File: src/rtl/swrl_pkg.sv
// Package: types, constants and codes of the sliding window read rate limiter.
`default_nettype none
package swrl_pkg;

   localparam int DATA_W        = 32;
   localparam int TOTAL_W       = 40;
   localparam int CSR_INDEX_W   = 2;
   localparam int HISTORY_DEPTH_DEFAULT = 64;

   localparam logic [DATA_W-1:0] SPEED_LIMIT_RESET = 32'd204800;
   localparam logic [DATA_W-1:0] WINDOW_MS_RESET   = 32'd10000;

   localparam logic [CSR_INDEX_W-1:0] REG_SPEED_LIMIT = 2'd0;
   localparam logic [CSR_INDEX_W-1:0] REG_WINDOW_MS   = 2'd1;

   // product of duration total and speed limit, then divided by MS_PER_S
   localparam int PROD_W    = TOTAL_W + DATA_W;
   localparam int MS_PER_S  = 1000;
   localparam int DIGIT_W   = 4;
   localparam int DIV_STEPS = PROD_W / DIGIT_W;
   localparam int DIV_CNT_W = $clog2(DIV_STEPS);
   localparam int REM_W     = $clog2(MS_PER_S);
   localparam int DVAL_W    = REM_W + DIGIT_W;

   typedef enum logic [3:0] {
      ST_IDLE,
      ST_ADD,
      ST_CHECK,
      ST_RETIRE,
      ST_MUL_LO,
      ST_MUL_HI,
      ST_DIV,
      ST_GRANT,
      ST_EVICT,
      ST_APPEND
   } state_type;

   typedef struct packed {
      logic load;
      logic add;
      logic retire;
      logic mul_lo;
      logic mul_hi;
      logic div_step;
      logic grant;
      logic evict;
      logic append;
   } cmd_type;

   typedef struct packed {
      logic retire_needed;
      logic limit_on;
      logic hist_full;
      logic div_last;
      logic out_free;
   } status_type;

endpackage
`default_nettype wire

File: src/rtl/swrl_ctrl.sv
// Controller: sequences one readiness event through the datapath.
`default_nettype none
module swrl_ctrl (
   input  wire logic               clock,
   input  wire logic               reset,
   input  wire logic               req_valid,
   output logic                    req_ready,
   input  wire swrl_pkg::status_type status,
   output swrl_pkg::cmd_type       cmd
);
   import swrl_pkg::*;

   state_type state_ff;
   state_type state_in;

   always_ff @(posedge clock) begin
      if (reset) begin
         state_ff <= ST_IDLE;
      end else begin
         state_ff <= state_in;
      end
   end

   always_comb begin
      state_in = state_ff;
      case (state_ff)
         ST_IDLE: begin
            if (req_valid) state_in = ST_ADD;
         end
         ST_ADD:    state_in = ST_CHECK;
         ST_CHECK: begin
            if (status.retire_needed) state_in = ST_RETIRE;
            else if (status.limit_on) state_in = ST_MUL_LO;
            else                      state_in = ST_GRANT;
         end
         ST_RETIRE: state_in = ST_CHECK;
         ST_MUL_LO: state_in = ST_MUL_HI;
         ST_MUL_HI: state_in = ST_DIV;
         ST_DIV: begin
            if (status.div_last) state_in = ST_GRANT;
         end
         ST_GRANT: begin
            state_in = status.hist_full ? ST_EVICT : ST_APPEND;
         end
         ST_EVICT:  state_in = ST_APPEND;
         ST_APPEND: begin
            if (status.out_free) state_in = ST_IDLE;
         end
         default:   state_in = ST_IDLE;
      endcase
   end

   always_comb begin
      cmd       = '0;
      req_ready = 1'b0;
      case (state_ff)
         ST_IDLE: begin
            req_ready = !reset;
            cmd.load  = req_valid;
         end
         ST_ADD:    cmd.add      = 1'b1;
         ST_CHECK:  cmd          = '0;
         ST_RETIRE: cmd.retire   = 1'b1;
         ST_MUL_LO: cmd.mul_lo   = 1'b1;
         ST_MUL_HI: cmd.mul_hi   = 1'b1;
         ST_DIV:    cmd.div_step = 1'b1;
         ST_GRANT:  cmd.grant    = 1'b1;
         ST_EVICT:  cmd.evict    = 1'b1;
         ST_APPEND: cmd.append   = status.out_free;
         default:   cmd          = '0;
      endcase
   end

endmodule
`default_nettype wire

File: config.mk
export PLATFORM = sky130hd
export DESIGN_NAME = swrl_ctrl
export DESIGN_NICKNAME = d
export VERILOG_FILES = /design/src/rtl/swrl_pkg.sv /design/src/rtl/swrl_ctrl.sv
export SDC_FILE = /design/constraint.sdc
export NUM_CORES = 1
export LEC_CHECK = 0
export BUFFER_PORTS_ARGS = -buffer_cell sky130_fd_sc_hd__buf_4
export CORE_AREA = 8 8 45 47
export CTS_BUF_LIST = sky130_fd_sc_hd__clkbuf_2 sky130_fd_sc_hd__clkbuf_4 sky130_fd_sc_hd__clkbuf_8
export CTS_CLUSTER_SIZE = 30
export DETAILED_ROUTE_END_ITERATION = 8
export DIE_AREA = 0 0 53 55
export REMOVE_ABC_BUFFERS = 1
export SYNTH_ARGS = -nofsm -noshare
export SYNTH_HDL_FRONTEND = slang
export SYNTH_SLANG_ARGS = --single-unit
File: constraint.sdc
create_clock -name clock -period 3.43 [get_ports clock]
set_clock_uncertainty 0.1 [all_clocks]
set_input_delay 0 -clock clock [delete_from_list [all_inputs] [get_ports clock]]
set_output_delay 0 -clock clock [all_outputs]
set_load 0.05 [all_outputs]
==> results of run 1 <==
==> worst max-delay path by stage <==
stage / slack, ns / cells past startpoint / end
5_1_grt: 1.01 / 5 / state_ff[0]$_SDFFE_PP0P_
3_5_place_dp: 1.68 / 4 / state_ff[0]$_SDFFE_PP0P_
6_report: 1.11 / 5 / state_ff[0]$_SDFFE_PP0P_
4_1_cts: 1.13 / 5 / state_ff[0]$_SDFFE_PP0P_
3_3_place_gp: 1.79 / 4 / state_ff[0]$_SDFFE_PP0P_
2_1_floorplan: 1.56 / 2 / cmd[5]
==> cell families (layout without fill, tap and decap cells) <==
| logic type | after synthesis | after routing | synth area share, % |
|---|---|---|---|
| AND/OR/NAND/NOR | 24 | 24 | 38.5 |
| AO/OA/AOI/OAI | 11 | 11 | 23.5 |
| flip-flops | 4 | 4 | 24.6 |
| buffers and inverters | 7 | 25 | 10.8 |
| XOR/XNOR | 1 | 1 | 2.69 |
==> cell type report <==
cell class	count	area [sq um]
multi-input cells	36	210
repair buffers	19	148
fillers	144	892
clock buffers	3	22.5
flip-flops and latches	4	80.1
inverters	3	11.3
well taps	16	20.0
==> power by group <==
| part | switching, mW | internal (mW) |
|---|---|---|
| combinational | 0.0858 | 0.0609 |
| clock | 0.0173 | 0.0390 |
| sequential | 0.0260 | 0.0553 |
| total | 0.129 | 0.155 |
==> through the flow <==
stage	setup WS, ns	util, %	instance area (sq um)
after floorplan	1.56	-	302
after global placement	1.79	32.5	449
after detailed placement	1.68	32.5	449
after CTS	1.13	35.5	492
after global routing	1.01	35.5	492
final	1.11	35.5	492
==> cell usage after synthesis, drive strengths merged <==
library cell	number	area share, %
a2111oi	2	5.4
a211oi	1	2.3
a21oi	3	4.6
buf	3	6.2
clkbuf	1	1.2
dfxtp	4	25
inv	3	3.5
nand2	2	2.3
nand2b	4	7.7
nor2	8	9.2
nor3	6	9.2
nor3b	1	2.3
o21a	1	2.3
o21ai	2	3.1
o21ba	1	3.1
o311ai	1	2.7
or2b	1	2.3
or3	1	1.9
or4	1	3.5
xor2	1	2.7
==> timing repair <==
item | in CTS | in global routing
setup endpoints to repair | 0 | 0
resized for setup | 0 | 0
endpoints found under the hold margin | 4 | 0
hold buffers | 2 | 0
==> worst min-delay path, cell delays in order <==
cell,delay [ns]
buf_4,0.09
a211oi_1,0.07
nor2_1,0.10
nor2_1,0.05
==> layer usage <==
layer	routed length (um)	part of all wire, %
met1	421	43
met2	471	48
met3	72	7.3
met4	16	1.6
met5	0	0
==> run_results.csv, run 1 <==
group,metric,value,unit
outcome,status,"finished, final reports clean",
floorplan,die_h,55,um
finish,area_growth,51.2,%
global_routing,grt_max_degree,15,
timing,setup_tns,0,ns
clock_tree,clock-sinks,4,
route,vias_per_cell,4.64,
global_routing,grt_pass1_wl,1550,um
timing,finalHoldWorstSlack,0.0252,ns
timing,worst_slew_pin_slew,0.558,ns
timing,max_slew_margin,61.8,%
hold_path,hold_depth,4,
critical_path,critPathArrivalTime,2.39,ns
timing,period_share,67.5,%
route,drcViolationCount,0,
timing,rsz0062_at_grt,"no",
floorplan,rows,14,
critical_path,end_kind,"register",
critical_path,startpoint_type,"register",
run,maxCapViolations,0,
placement,gp_congestion,0.723,
finish,diodes,0,
timing,max_freq,432,MHz
timing,post-route-min-period,2.32,ns
floorplan,dieArea,2920,sq um
floorplan,core_area,1380,sq um
clock_tree,cts_tree,"built",
critical_path,required,3.50,ns
critical_path,r2r_start,"state_ff[1]$_SDFFE_PP0P_",
global_routing,grt_antenna_before_repair,0,
critical_path,cp_cell_sequence,"nand2b_1 -> a2111oi_0 -> o311ai_1 -> a21oi_1 -> dlygate4sd3_1",
hold_path,hold_path.class,"in2reg",
yosys,syn_area,325,sq um
clock_tree,cts_buffers,3,
global_routing,use_met2,11.5,%
route,drtAntennaViolNets,0,
placement,portBuffers,17,
timing,finalMaxSlewViolations,0,
critical_path,path_buf_inv,1,
critical_path,worstSetupPathType,"reg2reg",
finish,nets,75,
yosys,synth-seq-area-share,24.6,%
critical_path,r2r_end,"state_ff[0]$_SDFFE_PP0P_",
floorplan,die_x,53,um
clock_tree,cts_root_buf,"clkbuf_4",
finish,layout_commonest_cell,"buf_4",
hold_path,hold_end,"state_ff[3]$_SDFFE_PP0P_",
critical_path,r2r_cells,5,
route,wire_per_inst,12.1,um
finish,layout_common_cells,"17 x buf_4, 8 x nor2_1, 6 x nor3_1",
route,routed_wl,982,um
power_and_ir_drop,p_per_area,578,nW/um^2
yosys,ys_types,22,
finish,regMostFlops,"state_ff",
critical_path,cp-startpoint,"state_ff[1]$_SDFFE_PP0P_",
critical_path,crit_family,"compound AO/OA/AOI/OAI gates",
critical_path,critical-path-max-stage-delay,0.56,ns
finish,drive_gt1_share,33.8,%
yosys,avgSynthCellArea,6.92,sq um
power_and_ir_drop,p_leak,0.213,nW
global_routing,gr-usage-met1,7.45,%
clock_tree,clk_pin_slew,0.04,ns
finish,reg.largest.list,"state_ff (4)",
yosys,syn_inst,47,
hold_path,hp-start,"status[0]",
yosys,yosysWarningCount,0,
route,drtIter0Drc,5,
floorplan,start_util,23.5,%
floorplan,num_io_pins,18,
route,first_pass_iters,4,
power_and_ir_drop,ir_worst_vdd,0.197,mV
clock_tree,post_cts_buffers,0,
finish,largest_reg_flops,4,
critical_path,crit_fanout,14,
finish,final_cells,81,
placement,dp_cells,76,
global_routing,grt_use_met3,2.14,%
timing,final-setup-viol-count,0,
placement,hpwl,724,um
global_routing,grt_busiest_layer,"met2",
critical_path,reg2reg_setup_slack,1.11,ns
global_routing,gr-total-overflow,0,
global_routing,grt_pass1_vias,366,
timing,finalHoldViolCount,0,
route,vias,376,
clock_tree,cts_buffer_depth,2,
global_routing,gr-usage-all-layers,7.16,%
clock_tree,h-tree-depth,1,
clock_tree,clk_latency,0.23,ns
power_and_ir_drop,power,0.284,mW
critical_path,crit_slowest_cell,"dfxtp_1",
yosys,ys_ff_latch,4,
(Power assumes the default switching activity.)
==> run 2: changes to the inputs <==
clock period = 1.9 ns   (was 3.43 ns; I/O delays follow)
==> run 2 against run 1 <==
Critical path depth fell by 1. Sequential power rose by 54%. Worst hold slack improved by 0.014 ns. First-iteration DRC count fell by 80%. Critical path type unchanged. Largest power group unchanged.
==> run_results.csv, run 2 (same netlist as run 1, synthesis figures left out) <==
group,metric,value,unit
critical_path,crit_fanout,13,
route,vias_per_cell,4.55,
floorplan,die_x,53,um
timing,setup_tns,0,ns
route,drtAntennaViolNets,0,
route,routed_wl,931,um
timing,rsz0062_at_grt,"no",
floorplan,core_area,1380,sq um
clock_tree,hold_buffers,2,
timing,max_freq,614,MHz
critical_path,required,1.97,ns
critical_path,r2r_cells,4,
finish,regMostFlops,"state_ff",
floorplan,die_h,55,um
critical_path,reg2reg_setup_slack,0.27,ns
placement,hpwl,698,um
global_routing,gr-total-overflow,0,
clock_tree,post_cts_buffers,0,
route,drcViolationCount,0,
global_routing,grt_pass1_wl,1420,um
critical_path,worstSetupPathType,"reg2reg",
power_and_ir_drop,swShare,45.1,%
power_and_ir_drop,power,0.516,mW
critical_path,startpoint_type,"register",
clock_tree,cts_buffers,3,
finish,reg.largest.list,"state_ff (4)",
finish,layout_commonest_cell,"buf_4",
global_routing,grt_max_degree,14,
critical_path,critPathArrivalTime,1.70,ns
clock_tree,clk_pin_slew,0.04,ns
timing,final-setup-viol-count,0,
global_routing,grt_pass1_vias,331,
floorplan,num_io_pins,18,
power_and_ir_drop,internal_power,0.283,mW
run,maxCapViolations,0,
critical_path,r2r_start,"state_ff[0]$_SDFFE_PP0P_",
critical_path,end_kind,"register",
critical_path,r2r_end,"state_ff[0]$_SDFFE_PP0P_",
route,vias,378,
power_and_ir_drop,p_leak,0.222,nW
clock_tree,cts_buffer_depth,2,
clock_tree,cts_root_buf,"clkbuf_4",
route,drtIter0Drc,1,
route,wire_per_inst,11.2,um
floorplan,start_util,23.5,%
finish,largest_reg_flops,4,
placement,dp_cells,78,
clock_tree,cts_resized,0,
route,first_pass_iters,4,
timing,post-route-min-period,1.63,ns
global_routing,gr-usage-all-layers,6.83,%
timing,max_slew_margin,63.7,%
clock_tree,clock-sinks,4,
critical_path,cp-startpoint,"state_ff[0]$_SDFFE_PP0P_",
critical_path,crit_path_end,"state_ff[0]$_SDFFE_PP0P_",
power_and_ir_drop,ir_worst_vdd,0.374,mV
timing,worst_slew_pin_slew,0.531,ns
critical_path,crit_slowest_cell,"a2111oi_0",
hold_path,hold_path.class,"in2reg",
clock_tree,cts_tree,"built",
finish,area_growth,55.8,%
finish,final_cells,83,
power_and_ir_drop,p_seq_share,24.3,%
timing,period_share,85.7,%
finish,diodes,0,
hold_path,hold_depth,4,
timing,finalMaxSlewViolations,0,
finish,drive_gt1_share,35.8,%
critical_path,cp_cell_sequence,"nand2b_1 -> a2111oi_0 -> o311ai_1 -> a21oi_1",
global_routing,grt_antenna_before_repair,0,
timing,finalHoldViolCount,0,
placement,portBuffers,17,
floorplan,rows,14,
power_and_ir_drop,power_frac_clock,20.3,%
placement,gp_congestion,0.716,
floorplan,dieArea,2920,sq um
clock_tree,clk_latency,0.23,ns
power_and_ir_drop,power_switching,0.233,mW
critical_path,critical-path-max-stage-delay,0.51,ns
power_and_ir_drop,p_comb_share,55.5,%
power_and_ir_drop,p_per_area,1020,nW/um^2
clock_tree,h-tree-depth,1,
outcome,status,"finished, final reports clean",
finish,nets,77,
finish,layout_common_cells,"19 x buf_4, 8 x nor2_1, 6 x nor3_1",
-- run 2: how the worst min path moves through the flow --
stage	slack (ns)	endpoint	from
final	0.04	state_ff[2]$_SDFFE_PP0P_	status[4]
after global routing	0.05	state_ff[2]$_SDFFE_PP0P_	status[4]
after CTS	0.03	state_ff[2]$_SDFFE_PP0P_	status[4]
after detailed placement	0.1	state_ff[0]$_SDFFE_PP0P_	reset
after global placement	0.10	state_ff[0]$_SDFFE_PP0P_	reset
after floorplan	-0.03	state_ff[0]$_SDFFE_PP0P_	reset
-- run 2: power groups by stage --
stage | Combinational [mW] | Sequential, mW | Clock, mW
3_5_place_dp | 0.284 | 0.126 | 0
3_3_place_gp | 0.286 | 0.127 | 0
4_1_cts | 0.288 | 0.125 | 0.110
2_1_floorplan | 0.190 | 0.135 | 0
5_1_grt | 0.309 | 0.128 | 0.113
6_report | 0.286 | 0.125 | 0.105
-- run 2: cell type report --
| class | count | area [sq um] |
|---|---|---|
| inverters | 3 | 11.3 |
| well taps | 16 | 20.0 |
| repair buffers | 21 | 163 |
| fillers | 155 | 877 |
| flip-flops and latches | 4 | 80.1 |
| clock buffers | 3 | 22.5 |
| multi-input cells | 36 | 210 |
-- run 2: metal layers --
metal | share of wire [%] | up-vias | track usage, % | wire (um)
li1 | - | 203 | - | -
met5 | 0 | - | 0 | 0
met4 | 0.43 | 0 | 2.59 | 4
met1 | 41 | 161 | 6.98 | 378
met3 | 12 | 2 | 5.88 | 113
met2 | 47 | 12 | 9.96 | 435
-- run 2: critical path: cells and delay by family (launching register included) --
family | cells | cell delay, ns
AO/OA/AOI/OAI | 3 | 0.84
flip-flops | 1 | 0.42
AND/OR/NAND/NOR | 1 | 0.21
-- run 2: stage by stage --
| stage | setup WS [ns] | instance area [sq um] | utilization [%] | hold slack, ns |
|---|---|---|---|---|
| finish | 0.272 | 507 | 36.6 | 0.0395 |
| global route | 0.0286 | 507 | 36.6 | 0.0495 |
| CTS | 0.264 | 507 | 36.6 | 0.0329 |
| detailed placement | 0.269 | 464 | 33.5 | 0.0987 |
| global placement | 0.294 | 464 | 33.5 | 0.100 |
| floorplan | 0.0287 | 302 | - | -0.0309 |
